`src/sv/aldq_pkg.sv`:
```
// ----------------------------------------------------------------------------
// aldq_pkg
// Shared types and constants for the active list ring deque: operation codes,
// field widths and the packed layout of one list entry.
// ----------------------------------------------------------------------------
package aldq_pkg;

	// Default number of entries in the list
	localparam int DEPTH_DEF = 32;

	// Field widths
	localparam int MODE_W  = 3;
	localparam int INDEX_W = 5;
	localparam int LDEST_W = 5;
	localparam int ODEST_W = 6;
	localparam int PC_W    = 64;
	localparam int COUNT_W = 6;

	// Operation codes
	typedef enum logic [MODE_W-1:0] {
		OP_PUSH      = 3'd0,
		OP_POP_FRONT = 3'd1,
		OP_POP_BACK  = 3'd2,
		OP_RD_FRONT  = 3'd3,
		OP_RD_BACK   = 3'd4,
		OP_RD_AT     = 3'd5,
		OP_WR_AT     = 3'd6,
		OP_FLUSH     = 3'd7
	} mode_t;

	// One stored entry
	typedef struct packed {
		logic               done;
		logic               exception;
		logic [LDEST_W-1:0] logical_dest;
		logic [ODEST_W-1:0] old_dest;
		logic [PC_W-1:0]    pc;
	} entry_t;

	localparam int ENTRY_W = $bits(entry_t);

endpackage

```
`src/sv/aldq_ram.sv`:
```
// ----------------------------------------------------------------------------
// aldq_ram
// Generic simple dual-port RAM: one write port, one read port with a
// registered read. Read data holds while no read is issued.
// ----------------------------------------------------------------------------
module aldq_ram #(
	parameter int WIDTH = 8,
	parameter int DEPTH = 32
) (
	input  logic                     clk,
	input  logic                     we,
	input  logic [$clog2(DEPTH)-1:0] waddr,
	input  logic [WIDTH-1:0]         wdata,
	input  logic                     re,
	input  logic [$clog2(DEPTH)-1:0] raddr,
	output logic [WIDTH-1:0]         rdata
);

	logic [WIDTH-1:0] mem [DEPTH];

	// Write port
	always_ff @(posedge clk) begin
		if (we) begin
			mem[waddr] <= wdata;
		end
	end

	// Registered read port
	always_ff @(posedge clk) begin
		if (re) begin
			rdata <= mem[raddr];
		end
	end

endmodule

```
`src/sv/active_list_ring_deque.sv`:
```
// ----------------------------------------------------------------------------
// active_list_ring_deque
// Active list (reorder buffer) kept as a circular deque of DEPTH entries.
//
// Usage:
//   The input channel (in_valid / in_stall) carries one operation per transfer:
//   push, pop front, pop back, read front, read back, read at an offset from
//   the head, write at an offset from the head, or flush. Each transfer gives
//   exactly one result on the output channel (out_valid / out_stall) with the
//   status, the entry read (zero unless a read succeeded) and the occupancy,
//   empty, full and free-slot counts after the operation.
//   The accepting edge registers the entry memory read and the status in the
//   read stage; the result then moves into the output register, which raises
//   out_valid, as soon as that register is empty or its result is taken.
//   Throughput is one operation per cycle while the output is not stalled.
//   When the receiver stalls, the result holds in the output register, one
//   more result waits in the read stage, and then in_stall rises.
//   Reset clears the pointers, the count and the valid flags; entry contents
//   are undefined until written. Flush returns the pointers and the count to
//   zero and keeps the entry contents.
// ----------------------------------------------------------------------------
module active_list_ring_deque #(
	parameter int DEPTH = aldq_pkg::DEPTH_DEF
) (
	input  logic                          clk,
	input  logic                          arst_n,
	// Operation channel
	input  logic                          in_valid,
	output logic                          in_stall,
	input  logic [aldq_pkg::MODE_W-1:0]   mode,
	input  logic [aldq_pkg::INDEX_W-1:0]  slot_offset,
	input  logic                          entry_done,
	input  logic                          entry_exception,
	input  logic [aldq_pkg::LDEST_W-1:0]  entry_logical_dest,
	input  logic [aldq_pkg::ODEST_W-1:0]  entry_old_dest,
	input  logic [aldq_pkg::PC_W-1:0]     entry_pc,
	// Result channel
	output logic                          out_valid,
	input  logic                          out_stall,
	output logic                          ok,
	output logic                          out_done,
	output logic                          out_exception,
	output logic [aldq_pkg::LDEST_W-1:0]  out_logical_dest,
	output logic [aldq_pkg::ODEST_W-1:0]  out_old_dest,
	output logic [aldq_pkg::PC_W-1:0]     out_pc,
	output logic [aldq_pkg::COUNT_W-1:0]  occupancy,
	output logic                          is_empty,
	output logic                          is_full,
	output logic [aldq_pkg::COUNT_W-1:0]  free_slots
);

	import aldq_pkg::*;

	localparam int PW    = $clog2(DEPTH);
	localparam int CW    = $clog2(DEPTH + 1);
	localparam int NOFF  = 1 << INDEX_W;

	// Status carried from the memory access stage to the output register
	typedef struct packed {
		logic          ok;
		logic          rd;
		logic [CW-1:0] count;
	} stage_t;

	logic          accept;
	logic          s1_adv;
	logic          out_xfer;

	logic [PW-1:0] head_q, tail_q;
	logic [CW-1:0] count_q;
	logic [PW-1:0] head_d, tail_d;
	logic [CW-1:0] count_d;

	logic [PW-1:0] head_inc, tail_inc, tail_dec;
	logic [PW-1:0] off_mod [NOFF];
	logic [PW:0]   idx_sum;
	logic [PW-1:0] idx_slot;

	logic          ram_we, ram_re;
	logic [PW-1:0] ram_waddr, ram_raddr;
	entry_t        ram_wdata, ram_rdata;

	logic          s1_valid_q;
	stage_t        s1_d, s1_s1;
	logic          is_empty_now, is_full_now;

	// Handshakes
	assign out_xfer = out_valid & ~out_stall;
	assign s1_adv   = s1_valid_q & (~out_valid | ~out_stall);
	assign in_stall = s1_valid_q & out_valid & out_stall;
	assign accept   = in_valid & ~in_stall;

	// Pointer neighbors with wrap at DEPTH
	assign head_inc = (head_q == PW'(DEPTH - 1)) ? '0 : head_q + 1'b1;
	assign tail_inc = (tail_q == PW'(DEPTH - 1)) ? '0 : tail_q + 1'b1;
	assign tail_dec = (tail_q == '0) ? PW'(DEPTH - 1) : tail_q - 1'b1;

	// Reduce the offset modulo DEPTH through a constant table
	for (genvar i = 0; i < NOFF; i++) begin : g_off
		assign off_mod[i] = PW'(i % DEPTH);
	end

	// Indexed slot: one add and one conditional subtract
	assign idx_sum  = {1'b0, head_q} + {1'b0, off_mod[slot_offset]};
	assign idx_slot = (idx_sum >= (PW+1)'(DEPTH)) ? PW'(idx_sum - (PW+1)'(DEPTH))
	                                              : idx_sum[PW-1:0];

	assign is_empty_now = (count_q == '0);
	assign is_full_now  = (count_q == CW'(DEPTH));

	// Entry to store
	always_comb begin
		ram_wdata.done         = entry_done;
		ram_wdata.exception    = entry_exception;
		ram_wdata.logical_dest = entry_logical_dest;
		ram_wdata.old_dest     = entry_old_dest;
		ram_wdata.pc           = entry_pc;
	end

	// Decode the operation: pointer updates and memory access
	always_comb begin
		head_d    = head_q;
		tail_d    = tail_q;
		count_d   = count_q;
		ram_we    = 1'b0;
		ram_re    = 1'b0;
		ram_waddr = tail_q;
		ram_raddr = head_q;
		s1_d.ok   = 1'b1;
		s1_d.rd   = 1'b0;
		case (mode_t'(mode))
			OP_PUSH: begin
				if (is_full_now) begin
					s1_d.ok = 1'b0;
				end else begin
					ram_we  = 1'b1;
					tail_d  = tail_inc;
					count_d = count_q + 1'b1;
				end
			end
			OP_POP_FRONT: begin
				if (is_empty_now) begin
					s1_d.ok = 1'b0;
				end else begin
					head_d  = head_inc;
					count_d = count_q - 1'b1;
				end
			end
			OP_POP_BACK: begin
				if (is_empty_now) begin
					s1_d.ok = 1'b0;
				end else begin
					tail_d  = tail_dec;
					count_d = count_q - 1'b1;
				end
			end
			OP_RD_FRONT: begin
				if (is_empty_now) begin
					s1_d.ok = 1'b0;
				end else begin
					ram_re  = 1'b1;
					s1_d.rd = 1'b1;
				end
			end
			OP_RD_BACK: begin
				ram_raddr = tail_dec;
				if (is_empty_now) begin
					s1_d.ok = 1'b0;
				end else begin
					ram_re  = 1'b1;
					s1_d.rd = 1'b1;
				end
			end
			OP_RD_AT: begin
				ram_raddr = idx_slot;
				ram_re    = 1'b1;
				s1_d.rd   = 1'b1;
			end
			OP_WR_AT: begin
				ram_waddr = idx_slot;
				ram_we    = 1'b1;
			end
			OP_FLUSH: begin
				head_d  = '0;
				tail_d  = '0;
				count_d = '0;
			end
			default: begin
				s1_d.ok = 1'b0;
			end
		endcase
		s1_d.count = count_d;
	end

	// Entry memory
	aldq_ram #(
		.WIDTH (ENTRY_W),
		.DEPTH (DEPTH)
	) u_entries (
		.clk   (clk),
		.we    (ram_we & accept),
		.waddr (ram_waddr),
		.wdata (ram_wdata),
		.re    (ram_re & accept),
		.raddr (ram_raddr),
		.rdata (ram_rdata)
	);

	// Advance the pointers and the count on each transfer
	always_ff @(posedge clk or negedge arst_n) begin
		if (!arst_n) begin
			head_q  <= '0;
			tail_q  <= '0;
			count_q <= '0;
		end else if (accept) begin
			head_q  <= head_d;
			tail_q  <= tail_d;
			count_q <= count_d;
		end
	end

	// Memory access stage valid
	always_ff @(posedge clk or negedge arst_n) begin
		if (!arst_n) begin
			s1_valid_q <= 1'b0;
		end else if (accept) begin
			s1_valid_q <= 1'b1;
		end else if (s1_adv) begin
			s1_valid_q <= 1'b0;
		end
	end

	// Memory access stage payload
	always_ff @(posedge clk) begin
		if (accept) begin
			s1_s1 <= s1_d;
		end
	end

	// Output register valid
	always_ff @(posedge clk or negedge arst_n) begin
		if (!arst_n) begin
			out_valid <= 1'b0;
		end else if (s1_adv) begin
			out_valid <= 1'b1;
		end else if (out_xfer) begin
			out_valid <= 1'b0;
		end
	end

	// Output register payload: entry fields only for a successful read
	always_ff @(posedge clk) begin
		if (s1_adv) begin
			ok         <= s1_s1.ok;
			occupancy  <= COUNT_W'(s1_s1.count);
			is_empty   <= (s1_s1.count == '0);
			is_full    <= (s1_s1.count == CW'(DEPTH));
			free_slots <= COUNT_W'(CW'(DEPTH) - s1_s1.count);
			if (s1_s1.rd) begin
				out_done         <= ram_rdata.done;
				out_exception    <= ram_rdata.exception;
				out_logical_dest <= ram_rdata.logical_dest;
				out_old_dest     <= ram_rdata.old_dest;
				out_pc           <= ram_rdata.pc;
			end else begin
				out_done         <= 1'b0;
				out_exception    <= 1'b0;
				out_logical_dest <= '0;
				out_old_dest     <= '0;
				out_pc           <= '0;
			end
		end
	end

endmodule

```
`config.mk`:
```
export PLATFORM = sky130hd
export DESIGN_NAME = active_list_ring_deque
export DESIGN_NICKNAME = d
export VERILOG_FILES = /design/src/sv/aldq_pkg.sv /design/src/sv/aldq_ram.sv /design/src/sv/active_list_ring_deque.sv
export SDC_FILE = /design/constraint.sdc
export NUM_CORES = 2
export LEC_CHECK = 0
export ABC_AREA = 1
export BUFFER_PORTS_ARGS = -buffer_cell sky130_fd_sc_hd__buf_4
export CORE_MARGIN = 10
export CORE_UTILIZATION = 35
export CTS_CLUSTER_DIAMETER = 40
export DETAILED_ROUTE_END_ITERATION = 16
export SLEW_MARGIN = 20
export SYNTH_ARGS = -nofsm -noshare
export SYNTH_HDL_FRONTEND = slang
export SYNTH_SLANG_ARGS = --single-unit
```
`constraint.sdc`:
```
create_clock -name clk -period 14.8 [get_ports clk]
set_input_delay 2.22 -clock clk [delete_from_list [all_inputs] [get_ports clk]]
set_output_delay 2.22 -clock clk [all_outputs]
set_load 0.02 [all_outputs]
```
==> reports/results.txt <==
clock tree from TritonCTS - yes
RePlAce Congestion - 0.771
DIE HEIGHT - 573 um
clock group share of total power - 0.396
WP buf/inv - 6
CP max stage delay - 940 ps
Final nets - 8786
Post-Syn Area - 0.107 mm^2
layout overhead on the synthesized area - 17.6%
Max Freq - 126 MHz
pin count of the biggest net entering global routing - 223
asr flop ratio synth - 0.00677
Pleak - 44.0 nW
syn nets - 8729
Core Area - 0.305 mm^2
synthesized area per cell - 12.4 um^2
pre-CTS worst setup slack - 6050 ps
initial antenna violation count - 36
vias in the first global route - 70500
Final period util - 0.535
P per Cell Area - 190 mW/mm^2
CTS clock-pin slew for the worst setup and hold paths - 60 ps
startpoint types - input pin
Congestion Overflow GR - 0
Hold Path Class - register to register
worst slew pin tran - 1270 ps
CTS Root Cell - clkbuf_16
Tmin final - 7920 ps
Seq. cell area - 0.0797 mm^2
Netlist cell types - 36
combinational fraction of design power - 0.242
post-CTS sizing - 0
commonest non-fill, non-tap cell in the layout - nand3_1
Top delay family on crit path - buffers and inverters
DR vias/cell - 5.59
critical path type - input pin to register
Core Rows - 203
final hold vios - 0
register area share after synthesis - 0.744
final WL - 328000 um
CP max-delay cell - nand2_8
Ys Warns - 0
data required time at the worst endpoint - 15550 ps
unrepaired setup endpoints after global routing - false
setup bufs post-CTS - 0
EDFF count, synth - 2640
NetSw - 7.80 mW
Ports - 183
via count - 73200
setup TNS - 0 ps
drt first-iter violations - 9914
Setup Skew - 63.0 ps
status - complete, no violations
Area contributors post-synth - edfxtp_1 (74%), nand3_1 (16%), nand2_1 (5.6%)
post-detail-place hpwl - 154000 um
# setup viols final - 0
Yosys top cell by area - edfxtp_1
most frequent cells in the layout - nand3_1 (3405), edfxtp_1 (2640), nand2_1 (1606)
CTS buffer count - 384
die area - 0.329 mm^2
CP endpoint kind - register
clock sinks - 2658
crit path cell chain - buf_4, inv_1, nand2_1, nor2_1, nand3_4, nand2_8, buf_4, buf_4, buf_4, buf_4, nand2_1, nand3_1, nand3_1, nand3_1, nand3_1, nand2_1
Final ANT Viol Nets - 0
Post-synth top flop - edfxtp_1
total power - 23.9 mW
DRC viols - 0
fin area - 0.126 mm^2
max_cap viols - 0
crit path max fanout - 120
global-route wire length before repair - 482000 um
area of the multi-input gates - 0.0244 mm^2
Total Routing Usage GR - 0.191
sequential power share - 0.362
fin util - 0.413
Worst path most repeated cell - buf_4
Slew headroom - 0.156
Placed Area - 0.112 mm^2
Worst VDD drop - 0.000178 V
clk buf depth - 4
Critical Path AT - 8670 ps
H-tree Lvls - 5
# fillers - 28000
reg2reg setup slack - 7700 ps
Clk Latency, worst-skew pair - 900 ps
cts hold-fix bufs - 0
Post-Syn Instances - 8627
fraction of layout cells with a size suffix above 1 - 0.112
final worst slack - 6880 ps
routed length per placed instance - 25.1 um
Die W - 573 um
P_int - 16.1 mW
Synth top area share - 0.740
switching share of power - 0.326
Final Max Slew Viols - 0
number of synthesized register bits - 2658
Initial Utilization - 0.351
PortBufs - 182
DR pass1 iterations - 6
==> state kept, by name, summed over array words and instances, names as in the netlist, 5 cells and up <==
register	cells
u_entries.mem	2464
u_entries.rdata	77
out_pc	64
s1_s1	8
count_q	6
occupancy	6
out_old_dest	6
free_slots	5
head_q	5
out_logical_dest	5
tail_q	5
==> stage by stage <==
stage,hold WS [ps],std cells
2_1_floorplan,400,8627
3_3_place_gp,411,12400
3_5_place_dp,405,12400
4_1_cts,418,13100
5_1_grt,426,13100
6_report,416,13100
==> Yosys cell counts (3+ instances only) <==
cell type	count
clkbuf_1	276
edfxtp_1	2640
a21oi_1	9
dfrtp_1	18
nand3b_1	7
nand3_1	3406
buf_2	308
o22ai_1	3
nor2_1	67
xor2_1	12
inv_2	3
nand2_1	1606
o21ai_0	24
inv_1	126
o211ai_1	3
ha_1	12
nor3_1	7
xnor2_1	5
buf_1	70
buf_4	4
==> worst register-to-register path, cell delays in order, from the launching register on <==
cell and delay (ps):
dfrtp_1 480, inv_1 140, ha_1 260, nand3_1 220
nand3_4 660, nand2_8 980, buf_4 830, buf_4 970
buf_4 850, buf_4 840, nand2_1 210, nand3_1 120
nand3_1 120, nand3_1 130, nand3_1 90, nand2_1 120
==> cells by family after synthesis <==
| logic type | synth area share |
|---|---|
| AO/OA/AOI/OAI | 0.00257 |
| adder cells (fa/ha/maj) | 0.00159 |
| XOR/XNOR | 0.00139 |
| AND/OR/NAND/NOR | 0.219 |
| multiplexers | 0.0000934 |
| flip-flops | 0.744 |
| buffers and inverters | 0.0313 |
==> per-layer routing <==
layer,track usage,vias up,share of wire
met5,0,-,0.00056
met4,0.0593,30,0.029
met3,0.0432,689,0.10
met2,0.298,4081,0.46
met1,0.265,36500,0.41
li1,-,31900,-
==> power by group through the flow <==
| stage | Clock, mW | Sequential (mW) | Combinational, mW |
|---|---|---|---|
| 6_report | 9.46 | 8.66 | 5.79 |
| 5_1_grt | 9.91 | 8.67 | 6.31 |
| 4_1_cts | 9.57 | 8.66 | 5.74 |
| 2_1_floorplan | 0 | 8.83 | 3.71 |
| 3_5_place_dp | 0 | 8.80 | 5.71 |
| 3_3_place_gp | 0 | 8.80 | 5.65 |
==> path summary, 6_finish.rpt <==
kind                           start                   to  cells past startpoint
max reg2reg                tail_q[0]  u_entries.rdata[14]                     15
min reg2reg                 s1_s1[7]                   ok                      0
min in group asynchronous     arst_n           s1_valid_q                      1
min                         s1_s1[7]                   ok                      0
max in group asynchronous     arst_n            tail_q[0]                      1
max                          mode[1]  u_entries.rdata[14]                     16
==> cell type report <==
cell class | count | share of cell area
antenna | 10 | 0.000199
clock buffer | 419 | 0.0786
clock inverter | 282 | 0.0277
timing repair buffer | 329 | 0.0222
multi-input combinational | 5182 | 0.194
inverter | 129 | 0.00400
tap | 4100 | 0.0407
sequential | 2658 | 0.633
No activity file was read; power rests on OpenSTA's default activity.
